File: src/rtl/grid_line_cell_walker_assert.svh
// Assertion macros for the grid line cell walker, empty in synthesis.
`ifndef GRID_LINE_CELL_WALKER_ASSERT_SVH
`define GRID_LINE_CELL_WALKER_ASSERT_SVH

`ifndef SYNTHESIS

// Checked on the rising clock edge, switched off while reset is held.
`define GLCW_ASSERT(lbl, clk, rst_n, prop, msg) \
    lbl: assert property (@(posedge clk) disable iff (!rst_n) prop) else $error(msg);

// Checked on the rising clock edge at all times, reset included.
`define GLCW_ASSERT_ALWAYS(lbl, clk, prop, msg) \
    lbl: assert property (@(posedge clk) prop) else $error(msg);

`else

`define GLCW_ASSERT(lbl, clk, rst_n, prop, msg)
`define GLCW_ASSERT_ALWAYS(lbl, clk, prop, msg)

`endif

`endif

File: src/rtl/glcw_pkg.sv
// Shared types for the grid line cell walker.
package glcw_pkg;

    // Request kind carried by the mode field.
    typedef enum logic {
        MODE_LOAD = 1'b0,
        MODE_STEP = 1'b1
    } t_mode;

endpackage

File: src/rtl/grid_line_cell_walker.sv
// Top level of the four-connected grid line cell walker.
//
//  Channel   Handshake                 Payload
//  input     i_in_valid / o_in_stall   i_mode, i_x_start, i_y_start, i_x_end, i_y_end
//  output    o_out_valid / i_out_stall o_cell_x, o_cell_y, o_last_cell
//
// One request is taken per cycle while o_in_stall is low; a step request's cell
// appears on the output in the cycle after it is accepted, from a single output register.
// The walk state advances in the same cycle that the step request is taken.
// The input stalls only while a cell waits in the output register and the
// output side stalls. Reset (synchronous, active low) clears the walk so that
// step requests give no cell until the first load request.
module grid_line_cell_walker #(
    parameter int COORD_WIDTH = 16
) (
    input  logic                          i_clk,
    input  logic                          i_rst_n,
    input  logic                          i_in_valid,
    output logic                          o_in_stall,
    input  glcw_pkg::t_mode               i_mode,
    input  logic signed [COORD_WIDTH-1:0] i_x_start,
    input  logic signed [COORD_WIDTH-1:0] i_y_start,
    input  logic signed [COORD_WIDTH-1:0] i_x_end,
    input  logic signed [COORD_WIDTH-1:0] i_y_end,
    output logic                          o_out_valid,
    input  logic                          i_out_stall,
    output logic signed [COORD_WIDTH-1:0] o_cell_x,
    output logic signed [COORD_WIDTH-1:0] o_cell_y,
    output logic                          o_last_cell
);
    import glcw_pkg::*;

`include "grid_line_cell_walker_assert.svh"

    localparam int CNT_W = COORD_WIDTH + 1;
    localparam int ERR_W = COORD_WIDTH + 2;
    localparam logic [COORD_WIDTH-1:0] COORD_ONE = COORD_WIDTH'(1);
    localparam logic [CNT_W-1:0]       CNT_ONE   = CNT_W'(1);

    // Walk state.
    logic signed [COORD_WIDTH-1:0] r_cur_x, n_cur_x;
    logic signed [COORD_WIDTH-1:0] r_cur_y, n_cur_y;
    logic signed [ERR_W-1:0]       r_error, n_error;
    logic        [CNT_W-1:0]       r_remaining, n_remaining;
    logic        [CNT_W-1:0]       r_twice_dx, n_twice_dx;
    logic        [CNT_W-1:0]       r_twice_dy, n_twice_dy;
    logic                          r_x_neg, n_x_neg;
    logic                          r_y_neg, n_y_neg;

    // Output register.
    logic                          r_out_valid, n_out_valid;
    logic signed [COORD_WIDTH-1:0] r_out_x, n_out_x;
    logic signed [COORD_WIDTH-1:0] r_out_y, n_out_y;
    logic                          r_out_last, n_out_last;

    // Setup results for a load request.
    logic        [CNT_W-1:0]       w_ld_twice_dx;
    logic        [CNT_W-1:0]       w_ld_twice_dy;
    logic signed [ERR_W-1:0]       w_ld_error;
    logic        [CNT_W-1:0]       w_ld_count;
    logic                          w_ld_x_neg;
    logic                          w_ld_y_neg;

    logic                          w_in_acc;
    logic                          w_load;
    logic                          w_emit;
    logic                          w_move_x;
    logic        [CNT_W-1:0]       w_rem_dec;

    glcw_setup #(
        .COORD_WIDTH(COORD_WIDTH)
    ) u_setup (
        .i_x_start  (i_x_start),
        .i_y_start  (i_y_start),
        .i_x_end    (i_x_end),
        .i_y_end    (i_y_end),
        .o_twice_dx (w_ld_twice_dx),
        .o_twice_dy (w_ld_twice_dy),
        .o_error    (w_ld_error),
        .o_count    (w_ld_count),
        .o_x_neg    (w_ld_x_neg),
        .o_y_neg    (w_ld_y_neg)
    );

    // Handshake: hold off new requests only while a cell is stuck in the output register.
    assign o_in_stall = r_out_valid & i_out_stall;
    assign w_in_acc   = i_in_valid & ~o_in_stall;
    assign w_load     = w_in_acc & (i_mode == MODE_LOAD);
    assign w_emit     = w_in_acc & (i_mode == MODE_STEP) & (r_remaining != '0);
    assign w_move_x   = r_error > $signed(ERR_W'(0));
    assign w_rem_dec  = r_remaining - CNT_ONE;

    // Next walk state: a load replaces the line, a step moves one cell.
    always_comb begin
        n_cur_x     = r_cur_x;
        n_cur_y     = r_cur_y;
        n_error     = r_error;
        n_remaining = r_remaining;
        n_twice_dx  = r_twice_dx;
        n_twice_dy  = r_twice_dy;
        n_x_neg     = r_x_neg;
        n_y_neg     = r_y_neg;
        if (w_load) begin
            n_cur_x     = i_x_start;
            n_cur_y     = i_y_start;
            n_error     = w_ld_error;
            n_remaining = w_ld_count;
            n_twice_dx  = w_ld_twice_dx;
            n_twice_dy  = w_ld_twice_dy;
            n_x_neg     = w_ld_x_neg;
            n_y_neg     = w_ld_y_neg;
        end else if (w_emit) begin
            if (w_move_x) begin
                n_cur_x = r_x_neg ? r_cur_x - COORD_ONE : r_cur_x + COORD_ONE;
                n_error = r_error - $signed({1'b0, r_twice_dy});
            end else begin
                n_cur_y = r_y_neg ? r_cur_y - COORD_ONE : r_cur_y + COORD_ONE;
                n_error = r_error + $signed({1'b0, r_twice_dx});
            end
            n_remaining = w_rem_dec;
        end
    end

    // Next output register contents: load a new cell or let the taken one drain.
    always_comb begin
        n_out_valid = r_out_valid;
        n_out_x     = r_out_x;
        n_out_y     = r_out_y;
        n_out_last  = r_out_last;
        if (w_emit) begin
            n_out_valid = 1'b1;
            n_out_x     = r_cur_x;
            n_out_y     = r_cur_y;
            n_out_last  = (r_remaining == CNT_ONE);
        end else if (!i_out_stall) begin
            n_out_valid = 1'b0;
        end
    end

    // Control registers with reset.
    always_ff @(posedge i_clk) begin
        if (!i_rst_n) begin
            r_remaining <= '0;
            r_out_valid <= 1'b0;
        end else begin
            r_remaining <= n_remaining;
            r_out_valid <= n_out_valid;
        end
    end

    // Payload registers.
    always_ff @(posedge i_clk) begin
        r_cur_x    <= n_cur_x;
        r_cur_y    <= n_cur_y;
        r_error    <= n_error;
        r_twice_dx <= n_twice_dx;
        r_twice_dy <= n_twice_dy;
        r_x_neg    <= n_x_neg;
        r_y_neg    <= n_y_neg;
        r_out_x    <= n_out_x;
        r_out_y    <= n_out_y;
        r_out_last <= n_out_last;
    end

    assign o_out_valid = r_out_valid;
    assign o_cell_x    = r_out_x;
    assign o_cell_y    = r_out_y;
    assign o_last_cell = r_out_last;

    // A cell leaves the count by exactly one per emitted step.
    `GLCW_ASSERT(a_step_counts_down, i_clk, i_rst_n, w_emit |=> r_remaining == $past(w_rem_dec), "cell count did not drop by one on a step")
    // Every load leaves at least one cell to walk.
    `GLCW_ASSERT(a_load_has_cells, i_clk, i_rst_n, w_load |=> r_remaining != '0, "load left an empty walk")
    // A new output cell only follows an accepted step request.
    `GLCW_ASSERT(a_out_from_step, i_clk, i_rst_n, $rose(r_out_valid) |-> $past(w_emit), "output cell without a step request")

endmodule

File: src/rtl/glcw_setup.sv
// Line setup: distances, directions, initial error and cell count from two endpoints.
module glcw_setup #(
    parameter int COORD_WIDTH = 16
) (
    input  logic signed [COORD_WIDTH-1:0] i_x_start,
    input  logic signed [COORD_WIDTH-1:0] i_y_start,
    input  logic signed [COORD_WIDTH-1:0] i_x_end,
    input  logic signed [COORD_WIDTH-1:0] i_y_end,
    output logic        [COORD_WIDTH:0]   o_twice_dx,
    output logic        [COORD_WIDTH:0]   o_twice_dy,
    output logic signed [COORD_WIDTH+1:0] o_error,
    output logic        [COORD_WIDTH:0]   o_count,
    output logic                          o_x_neg,
    output logic                          o_y_neg
);
    localparam int DIFF_W = COORD_WIDTH + 1;

    logic signed [DIFF_W-1:0]      w_diff_x;
    logic signed [DIFF_W-1:0]      w_diff_y;
    logic signed [DIFF_W-1:0]      w_abs_x;
    logic signed [DIFF_W-1:0]      w_abs_y;
    logic        [COORD_WIDTH-1:0] w_dx;
    logic        [COORD_WIDTH-1:0] w_dy;
    logic                          w_x_fwd;
    logic                          w_y_fwd;

    // Signed differences one bit wider than the coordinates, so they never overflow.
    assign w_diff_x = {i_x_end[COORD_WIDTH-1], i_x_end} - {i_x_start[COORD_WIDTH-1], i_x_start};
    assign w_diff_y = {i_y_end[COORD_WIDTH-1], i_y_end} - {i_y_start[COORD_WIDTH-1], i_y_start};

    // An axis walks forward only when the end lies strictly past the start.
    assign w_x_fwd = i_x_end > i_x_start;
    assign w_y_fwd = i_y_end > i_y_start;
    assign o_x_neg = ~w_x_fwd;
    assign o_y_neg = ~w_y_fwd;

    // Magnitudes always fit in the coordinate width as unsigned values.
    assign w_abs_x = w_x_fwd ? w_diff_x : -w_diff_x;
    assign w_abs_y = w_y_fwd ? w_diff_y : -w_diff_y;
    assign w_dx    = w_abs_x[COORD_WIDTH-1:0];
    assign w_dy    = w_abs_y[COORD_WIDTH-1:0];

    // Doubled deltas, starting error and total number of cells on the line.
    assign o_twice_dx = {w_dx, 1'b0};
    assign o_twice_dy = {w_dy, 1'b0};
    assign o_error    = $signed({2'b00, w_dx}) - $signed({2'b00, w_dy});
    assign o_count    = {1'b0, w_dx} + {1'b0, w_dy} + DIFF_W'(1);

endmodule

File: config.mk
export PLATFORM = sky130hd
export DESIGN_NAME = grid_line_cell_walker
export DESIGN_NICKNAME = d
export VERILOG_FILES = /design/src/rtl/glcw_pkg.sv /design/src/rtl/grid_line_cell_walker.sv /design/src/rtl/glcw_setup.sv
export VERILOG_INCLUDE_DIRS = /design/src /design/src/rtl
export SDC_FILE = /design/constraint.sdc
export NUM_CORES = 1
export LEC_CHECK = 0
export BUFFER_PORTS_ARGS = -buffer_cell sky130_fd_sc_hd__buf_2
export CAP_MARGIN = 20
export CELL_PAD_IN_SITES_DETAIL_PLACEMENT = 2
export CELL_PAD_IN_SITES_GLOBAL_PLACEMENT = 2
export CORE_UTILIZATION = 41
export DETAILED_ROUTE_END_ITERATION = 7
export PLACE_DENSITY_LB_ADDON = 0.05
export SLEW_MARGIN = 25
export SYNTH_ARGS = -nofsm -noshare
export SYNTH_HDL_FRONTEND = slang
export SYNTH_SLANG_ARGS = --single-unit
File: constraint.sdc
create_clock -name i_clk -period 11.2 [get_ports i_clk]
set_input_delay 1.12 -clock i_clk [delete_from_list [all_inputs] [get_ports i_clk]]
set_output_delay 1.12 -clock i_clk [all_outputs]
set_load 0.02 [all_outputs]
==> flow_summary.json <==
{
  "status": "completed",
  "die_area_um2": 27600,
  "yosysWarningCount": 0,
  "first_pass_iters": 4,
  "grt_pass1_vias": 10700,
  "cts_sinks": 135,
  "ctsHtreeMaxLevel": 4,
  "synth-main-ff-cell": "edfxtp_1",
  "syn_to_final_growth_pct": 13.5,
  "grt_usage": 0.279,
  "cp_data_arrival_time_ns": 6.57,
  "antenna_found_initial": 0,
  "synth-edff-count": 117,
  "numCtsBuffers": 17,
  "placed_area_um2": 11900,
  "cp-end-kind": "flip-flop",
  "num_rows": 59,
  "min_period_ns": 6.40,
  "worstHoldEndpoint": "o_cell_x[10]",
  "drive_gt1_frac": 0.131,
  "io_pins": 104,
  "n_fill_cell": 2902,
  "final_nets": 1502,
  "reg2reg_depth": 15,
  "cp_slowest_cell": "mux2i_1",
  "antenna_cells": 0,
  "wl_per_cell_um": 22.6,
  "min_from": "r_cur_x[10]",
  "avgSynthCellArea_um2": 9.11,
  "crit_chain": "buf_2 > inv_1 > ha_1 > nor2b_1 > o31a_1 > o2111ai_1 > nand3_1 > a31o_1 > a21o_1 > o21a_2 > mux2i_1 > inv_1 > fa_1 > o21bai_1 > a21oi_1 > o21bai_1 > a21oi_1 > o31a_1 > a22oi_1 > a31oi_1 > o21ai_0 > o21ai_0",
  "hpwl_um": 28300,
  "initialDrtViolationCount": 434,
  "max_freq_mhz": 156,
  "r2r_start": "r_error[2]",
  "grt_pass1_wl_um": 60400,
  "synth_area_um2": 11100,
  "rsz0062_at_grt": "no",
  "cts_root_buf": "clkbuf_16",
  "gr-total-overflow": 0,
  "synth_nets": 1402,
  "via_per_inst": 5.84,
  "final_common_cell": "edfxtp_1",
  "ir_drop_v": 0.000113,
  "p_per_area_nw_per_um2": 254,
  "ys_seq_elements": 135,
  "cts_tree": "built",
  "core_area_um2": 26300,
  "finalSetupTns_ns": 0,
  "min_path_type": "reg -> reg",
  "clock_path_buffers": 2,
  "max_cap_violations": 0,
  "dr_total_vias": 9707,
  "max_stage_delay_ns": 0.53,
  "p_leak_nw": 5.23,
  "finalMaxSlewViolations": 0,
  "synth_cells": 1213,
  "yosysSeqAreaShare": 0.351,
  "totalWireLength_um": 37600,
  "final_area_um2": 12500,
  "ctsHoldBuffers": 0,
  "synthMuxAreaShare": 0.00577,
  "portBuffers": 103,
  "whs_path_depth": 0,
  "r2r-end": "r_error[17]",
  "cts_resized": 0,
  "die_w_um": 166,
  "synth_xor_area_frac": 0.113,
  "async_flop_share": 0,
  "maxSlewHeadroom": 0.399,
  "worst-setup-path-type": "in -> reg",
  "min_period_over_period": 0.571,
  "mostFrequentLayoutCells": "edfxtp_1 (117), nor2_1 (116), ha_1 (113)",
  "synth-compound-area-share": 0.183,
  "crit_fanout": 16,
  "grt_start_max_net_pins": 67,
  "ys_types": 73,
  "cp-start-kind": "input port",
  "drc": 0,
  "r2r_slack_ns": 5.96,
  "synth_top_family_by_area": "compound AO/OA/AOI/OAI gates",
  "routabilityCongestion": 0.852,
  "insertion_delay_ns": 0.44,
  "setup_viol": 0,
  "clk_pin_slew_worst_paths_ns": 0.07,
  "hold_viol_final": 0,
  "ant_nets": 0,
  "synthSimpleGateAreaFrac": 0.166,
  "die_h_um": 166,
  "cp.required_ns": 11.37,
  "post_cts.repair.setup_buffers": 0,
  "fin_skew_ns": 0.0137,
  "tightest_slew_ns": 0.902,
  "start_util": 0.421,
  "synth-adder-area-share": 0.141
}
==> state kept, by name (all words and copies together) (netlist names) <==
signal and count:
r_y_neg 1, r_error 18, r_cur_y 16, o_cell_x 16, o_cell_y 16, r_x_neg 1, r_twice_dx 16, o_out_valid 1
o_last_cell 1, r_twice_dy 16, r_cur_x 16, r_remaining 17
==> cell usage after synthesis, drive strengths merged, types with 19 or more instances <==
library cell	instances	area share
o21ai	77	0.035
nand2b	20	0.011
a21oi	92	0.042
inv	89	0.030
a31oi	19	0.011
nor3	38	0.017
xor2	53	0.042
clkbuf	20	0.0068
nor2	116	0.039
a21o	27	0.018
xnor2	89	0.071
edfxtp	117	0.32
o21bai	20	0.014
nand2	84	0.029
ha	113	0.13
or3	19	0.011
nand3	21	0.0095
==> layer usage <==
metal | global-route usage | part of all wire
met5 | 0 | 0
met2 | 0.493 | 0.50
met3 | 0.0312 | 0.028
met4 | 0.0894 | 0.024
met1 | 0.353 | 0.45
==> critical path, delay by kind of cell <==
kind | cells | cell delay (ns)
compound gates | 14 | 3.38
simple gates | 2 | 0.33
buf+inv | 3 | 0.32
mux | 1 | 0.53
fa+ha+maj | 2 | 0.88
==> logic make-up after synthesis <==
logic type                 after synthesis
and+or+nand+nor                        374
DFF                                    135
adders and majority gates              120
AOI/OAI and AO/OA                      319
buffers and inverters                  117
xor gates and xnor gates               142
muxes                                    6
==> per-stage QoR <==
stage               power [mW]  worst slack (ns)   util  hold WS, ns  instances
global route              3.40              4.50  0.477        0.475       1661
detailed placement        2.53              4.50  0.453        0.444       1629
CTS                       3.19              4.80  0.477        0.461       1661
floorplan                 2.02              5.66      -        0.433       1213
global placement          2.43              4.44  0.453        0.444       1629
finish                    3.19              4.80  0.477        0.461       1661
==> layout make-up <==
class                      instances  area (um2)  area share
clock buffer                      18         429      0.0342
clock inverter                    14         196      0.0157
inverter                          89         335      0.0267
multi-input combinational        961        6730       0.537
sequential                       135        3870       0.309
tap                              335         419      0.0334
timing repair buffer             109         561      0.0447
==> power by group <==
| part | switching [mW] | internal, mW | total, mW |
|---|---|---|---|
| registers | 0.0730 | 0.716 | 0.789 |
| logic | 1.09 | 0.675 | 1.77 |
| clock network | 0.255 | 0.376 | 0.630 |
| total | 1.42 | 1.77 | 3.19 |
==> how the worst max path moves through the flow <==
stage / start / to / cells after the start
2_1_floorplan: i_y_end[0] / r_error[15] / 22
3_3_place_gp: i_y_end[0] / r_error[15] / 22
3_5_place_dp: i_y_end[0] / r_error[15] / 22
4_1_cts: i_y_start[0] / r_error[13] / 21
5_1_grt: i_x_end[0] / r_error[16] / 23
6_report: i_x_start[2] / r_error[16] / 22
No activity file was read; power rests on OpenSTA's default activity.
